### src/rtl/hdgs_pkg.sv
`timescale 1ns / 1ps
// ----------------------------------------------------------------------------
// Heat diffusion grid step package
// Shared types and constants for the grid step core and its submodules.
// ----------------------------------------------------------------------------
package hdgs_pkg;

  localparam int GRID_SIZE = 128;
  localparam int COORD_W   = $clog2(GRID_SIZE);
  localparam int CELL_W    = 2 * COORD_W;
  localparam int CELLS     = GRID_SIZE * GRID_SIZE;
  localparam int TEMP_W    = 16;
  localparam int CFG_IDX_W = 4;
  localparam int CFG_DAT_W = 16;

  localparam logic [1:0] MODE_WRITE = 2'd0;
  localparam logic [1:0] MODE_READ  = 2'd1;
  localparam logic [1:0] MODE_INIT  = 2'd2;
  localparam logic [1:0] MODE_STEP  = 2'd3;

  localparam logic [CFG_IDX_W-1:0] CFG_R_COEFF    = 4'd0;
  localparam logic [CFG_IDX_W-1:0] CFG_PERIODIC   = 4'd1;
  localparam logic [CFG_IDX_W-1:0] CFG_SRC_EN     = 4'd2;
  localparam logic [CFG_IDX_W-1:0] CFG_SRC_TEMP   = 4'd3;
  localparam logic [CFG_IDX_W-1:0] CFG_EDGE_TEMP  = 4'd4;
  localparam logic [CFG_IDX_W-1:0] CFG_BG_TEMP    = 4'd5;
  localparam logic [CFG_IDX_W-1:0] CFG_RECT_ROWS  = 4'd6;
  localparam logic [CFG_IDX_W-1:0] CFG_RECT_COLS  = 4'd7;

  typedef struct packed {
    logic [1:0]  mode;
    logic [6:0]  row;
    logic [6:0]  col;
    logic [15:0] value;
  } in_item_t;

  typedef struct packed {
    logic [15:0] temperature;
    logic [1:0]  finished_mode;
  } out_item_t;

  typedef struct packed {
    logic [14:0] r_coeff;
    logic        boundary_periodic;
    logic        source_enable;
    logic [15:0] source_temp;
    logic [15:0] edge_temp;
    logic [15:0] background_temp;
    logic [13:0] rect_rows;
    logic [13:0] rect_cols;
  } cfg_t;

  typedef struct packed {
    logic     valid;
    in_item_t item;
  } cmd_head_t;

endpackage

### src/rtl/hdgs_front.sv
`timescale 1ns / 1ps
// ----------------------------------------------------------------------------
// Heat diffusion grid step front end
// Accepts requests and holds them in a two-entry queue for the engine.
// ----------------------------------------------------------------------------
module hdgs_front (
  input  logic              clk,
  input  logic              rst_n,
  input  logic              in_valid,
  output logic              in_stall,
  input  hdgs_pkg::in_item_t in_item,
  output hdgs_pkg::cmd_head_t head,
  input  logic              pop
);
  import hdgs_pkg::*;

  in_item_t   q_r [2];
  logic       wptr_r, rptr_r;
  logic [1:0] cnt_r, cnt_nxt;
  logic       push, do_pop;

  assign in_stall   = (cnt_r == 2'd2);
  assign push       = in_valid && !in_stall;
  assign do_pop     = pop && (cnt_r != 2'd0);
  assign head.valid = (cnt_r != 2'd0);
  assign head.item  = q_r[rptr_r];

  always_comb begin
    cnt_nxt = cnt_r;
    if (push && !do_pop) begin
      cnt_nxt = cnt_r + 2'd1;
    end else if (!push && do_pop) begin
      cnt_nxt = cnt_r - 2'd1;
    end
  end

  always_ff @(posedge clk) begin
    if (push) begin
      q_r[wptr_r] <= in_item;
    end
    if (!rst_n) begin
      wptr_r <= 1'b0;
      rptr_r <= 1'b0;
      cnt_r  <= 2'd0;
    end else begin
      if (push) begin
        wptr_r <= ~wptr_r;
      end
      if (do_pop) begin
        rptr_r <= ~rptr_r;
      end
      cnt_r <= cnt_nxt;
    end
  end

endmodule

### config.mk
export PLATFORM = sky130hd
export DESIGN_NAME = hdgs_front
export DESIGN_NICKNAME = d
export VERILOG_FILES = /design/src/rtl/hdgs_pkg.sv /design/src/rtl/hdgs_front.sv
export SDC_FILE = /design/constraint.sdc
export NUM_CORES = 1
export LEC_CHECK = 0
export BUFFER_PORTS_ARGS = -buffer_cell sky130_fd_sc_hd__buf_2
export CAP_MARGIN = 0
export CORE_ASPECT_RATIO = 0.6
export CORE_MARGIN = 2
export CORE_UTILIZATION = 51
export CTS_CLUSTER_DIAMETER = 80
export CTS_CLUSTER_SIZE = 10
export DETAILED_ROUTE_END_ITERATION = 8
export GPL_ROUTABILITY_DRIVEN = 0
export GPL_TIMING_DRIVEN = 0
export PLACE_DENSITY = 0.78
export SLEW_MARGIN = 30
export SYNTH_ARGS = -nofsm -noshare
export SYNTH_HDL_FRONTEND = slang
export SYNTH_SLANG_ARGS = --single-unit
### constraint.sdc
create_clock -name clk -period 2.46 [get_ports clk]
set_input_delay 0.492 -clock clk [delete_from_list [all_inputs] [get_ports clk]]
set_output_delay 0.492 -clock clk [all_outputs]
set_load 0.03 [all_outputs]
# == Word level (Yosys, flattened, before mapping) ==
# Memory sizes are Yosys's and may differ from the RTL's. A register that Yosys moved wholly into a read port is not among the register bits.
# Index checks and enable logic that the tools add are counted.
# op_classes
n_eq_ne,1
magnitude_cmp,0
reduce_logical,9
n_bitwise,2
shift,0
mux,6
div_mod_pow,0
n_mul,0
add_sub_neg,2
# ops
operator,n
1-bit logical AND,4
1-bit 2-to-1 mux,4
2-bit 2-to-1 mux,2
2-bit nonzero test,2
1-bit zero test,3
"2-bit by 1-bit adder with 2-bit output, second input constant",1
"2-bit == test, second input constant",1
1-bit NOT,2
"2-bit by 1-bit subtractor with 2-bit output, second input constant",1
# totals
latchBits,0
n_memories,1
mem_bits_rw,64
ff_bits,4
rom_bits,0
inputBits,36
wordCells,24
output_inout_bits,34
# memory_table
name,words,width,read_ports,rd_ports_with_merged_regs,wr,line_no,rtl
q_r,2,32,1,1,1,hdgs_front.sv:17,in_item_t q_r [2];

# == Depth between registers and ports, before layout ==
# logic_depth
ltp_word,7
depth_mapped,7
mapped_depth_nobuf,7

# == Worst setup path before layout ==
# OpenSTA, ideal clock, no wires.
# synth_timing
kind,reg-to-reg
from,register cnt_r[0]
to,memory q_r[0][0] (netlist name) (enable)
setup_slack_ps,106
period_less_slack_ps,2354
t_arrival_ps,1937
path_stages_with_launch,4
path_cell_list,dfxtp_1 nand2b_1 inv_2 nor3_2
# synth_between
elab_chain_cells,5
# synth_rtl
element,line_no,rtl
"start, declared",hdgs_front.sv:19,"logic [1:0] cnt_r, cnt_nxt;"
"start signal, assigned",hdgs_front.sv:52,cnt_r <= cnt_nxt;
2-bit == test,hdgs_front.sv:22,assign in_stall = (cnt_r == 2'd2);
named net in_stall,hdgs_front.sv:10,"output logic in_stall,"
1-bit zero test,hdgs_front.sv:23,assign push = in_valid && !in_stall;
1-bit logical AND,hdgs_front.sv:23,
1-bit 2-to-1 mux,hdgs_front.sv:38,if (push) begin
1-bit 2-to-1 mux (not written as such),hdgs_front.sv:39,q_r[wptr_r] <= in_item;
"end, declared",hdgs_front.sv:17,
# The timed path passes the listed nets, and every way through them passes these cells.

==> impl_metrics.ini <==
[status]
status = completed

[floorplan]
dieArea_sq_um = 5577
ios = 70
dieWidth_um = 95.09
core_area_sq_um = 4683
chipHeight_um = 58.65
rows = 19
start_util_pct = 54.21

[global_routing]
grt-ovfl-total = 0
antenna_found_initial = 0
grt_pass1_vias = 1377
grt_first_pass_wirelength_um = 6327
grt_usage_pct = 16.33
grt_max_degree = 33

[sta]
grt_setup_unrepaired = false
setup_viol = 0
skew_ns = 0.003639
max_freq_ghz = 0.4735
worstMarginPinSlew_ns = 0.7587
tns_ns = 0
finalWorstSetupSlack_ns = 0.3478
hold_viol_final = 0
period_needed_ns = 2.112
slew_headroom_pct = 49.42
maxSlewViolCount = 0
finalCritPeriodShare_pct = 85.86

[critical_path]
max_stage_delay_ns = 0.38
arrival_ns = 1.62
slowest_stage = mux2_2
setup.worst_path.end = head[15]
crit_top_cell = buf_2
path_depth = 4
path_cells = buf_2 > buf_2 > mux2_2 > buf_2
cp_num_buf_inv = 3
critPathLaunchType = flip-flop
reg2reg_from = cnt_r[0]
worstSetupPathType = flip-flop to output port
r2r_cells = 2
required_ns = 1.97
worst-path-max-fanout = 10
r2r_end = q_r[1][11]
rrSetupSlack_ns = 0.77
crit_family = buffers and inverters
endpoint_kind = output port

[power]
p_sw_share_pct = 32.11
p_clk_share_pct = 25.9
p_comb_share_pct = 31.9
ir_worst_vdd_mv = 0.6233
p_seq_share_pct = 42.3
power.total_mw = 3.625
power.switching_mw = 1.164
internal_power_mw = 2.461
leakage_nw = 1.235
powerDensity_nw_per_um2 = 1131

[logic_synthesis]
synthCells = 125
ys_seq_elements = 69
synth_fp_nets = 162
synthDistinctLibCells = 22
synthesis.area_sq_um = 2539
ys_seq_area_share_pct = 79.65
synth_warnings = 0
avgSynthCellArea_sq_um = 20.31

[routing]
vias_per_cell = 4.956
remaining_drc_errors = 0
antenna_left = 0
vias = 1363
drt_iter0_drc = 48
drt-wirelength-per-cell_um = 15.60
routed_wl_um = 4291
dr.pass1.iters = 4

[clock_network]
cts_tree = yes
ctsResizeCount = 0
cts_buffers = 9
cts_sinks = 69
insertion_delay_ns = 0.33
cts_hold_buf = 0
cts-root-buf = clkbuf_8
cts_buffer_depth = 2
post_cts_buffers = 0
clk_pin_slew_worst_paths_ns = 0.07
cts_max_level = 3

[min_path]
hp-class = input pin to flip-flop
min_from = in_item[18]

[finish]
nets = 244
final_layout_size_suffix_gt1_share_pct = 56.13
fin_cells = 275
syn2layout_area_growth_pct = 26.27
antennaDiodeCount = 0
utilization_pct = 68.45

[placed_design]
port_buffers = 69
dp_slack_ns = 0.7180
place_inst = 259
dp_hpwl_um = 3002

[flow_run]
maxCapViolations = 0
==> routing by layer <==
| metal | up-vias | wire length [um] | global-route usage (%) |
|---|---|---|---|
| met2 | 60 | 2093 | 26.56 |
| met1 | 642 | 1746 | 18.23 |
| met5 | - | 0 | 0 |
| met4 | 0 | 104 | 7.039 |
| li1 | 649 | - | - |
| met3 | 12 | 347 | 8.579 |
==> worst reg2reg max path, cell delays in order (launching register included) <==
cell and delay [ns]:
dfxtp_1 0.43, nand2b_1 0.18, and3_2 0.71
==> cells by family (layout without fill, tap and decap cells) <==
group                      after synthesis  after routing  synth area share [%]
adders and majority gates                1              1                0.4928
and+or+nand+nor                          9              9                 2.268
DFF                                     69             69                 79.65
xor gates and xnor gates                 3              3                 1.035
AOI/OAI and AO/OA                        5              5                 1.281
muxes                                   32             32                 14.19
buffers and inverters                    6             93                 1.084
==> power by group through the flow <==
| stage | Clock (mW) | Combinational [mW] | Sequential (mW) |
|---|---|---|---|
| after global routing | 0.998 | 1.23 | 1.54 |
| after CTS | 0.957 | 1.17 | 1.53 |
| after detailed placement | 0 | 1.16 | 1.56 |
| after global placement | 0 | 1.10 | 1.55 |
| after floorplan | 0 | 0.843 | 1.54 |
| final | 0.938 | 1.16 | 1.53 |
==> through the flow <==
| step | hold slack, ns | area, sq um |
|---|---|---|
| after global routing | 0.3249 | 3206 |
| after detailed placement | 0.5163 | 3000 |
| after global placement | 0.4885 | 2963 |
| after CTS | 0.3313 | 3206 |
| after floorplan | 0.4785 | 2539 |
| final | 0.3422 | 3206 |
==> how the worst min path moves through the flow <==
| stage | cells after the start | end | slack, ns |
|---|---|---|---|
| 2_1_floorplan | 2 | cnt_r[1] | 0.48 |
| 3_3_place_gp | 2 | cnt_r[1] | 0.49 |
| 3_5_place_dp | 2 | cnt_r[1] | 0.52 |
| 4_1_cts | 1 | q_r[0][18] | 0.33 |
| 5_1_grt | 1 | q_r[1][29] | 0.32 |
| 6_report | 1 | q_r[0][18] | 0.34 |
==> cells in the mapped netlist, drive strengths merged <==
cell / number / area (sq um)
a21boi: 2 / 15.02
and2: 3 / 18.77
and3: 1 / 6.260
buf: 4 / 20.02
dfxtp: 5 / 100.1
edfxtp: 64 / 1922
ha: 1 / 12.51
inv: 2 / 7.500
mux2: 32 / 360.3
nand2b: 1 / 6.260
nor2: 1 / 3.750
nor3: 1 / 10.01
o21a: 1 / 7.510
o21ai: 2 / 10.00
or2: 1 / 6.260
or3: 1 / 6.260
xnor2: 2 / 17.52
xor2: 1 / 8.760
==> state kept, by name, summed over array words and instances, names as in the netlist, named ones only <==
| name | flops |
|---|---|
| cnt_r | 2 |
| q_r | 64 |
| wptr_r | 1 |
| rptr_r | 1 |
==> area by class of cell <==
type	instances	area [sq um]
flip-flops and latches	69	2022
multi-input cells	50	496.7
plain buffers	4	20.02
well taps	63	78.83
fillers	304	1478
inverters	2	7.507
repair buffers	71	375.4
clock buffers	10	127.6
clock inverters	6	77.57
==> layout by cell type (no fill, tap or decap), drive strengths merged <==
master and count:
and2 3, mux2 32, clkbuf 10, buf 75, or2 1, bufinv 2, dfxtp 5, nor3 1
o21a 1, a21boi 2, inv 2, and3 1, o21ai 2, clkinv 4, ha 1, xnor2 2
edfxtp 64, or3 1, nor2 1, xor2 1, nand2b 1
No activity file was read; power rests on OpenSTA's default activity.
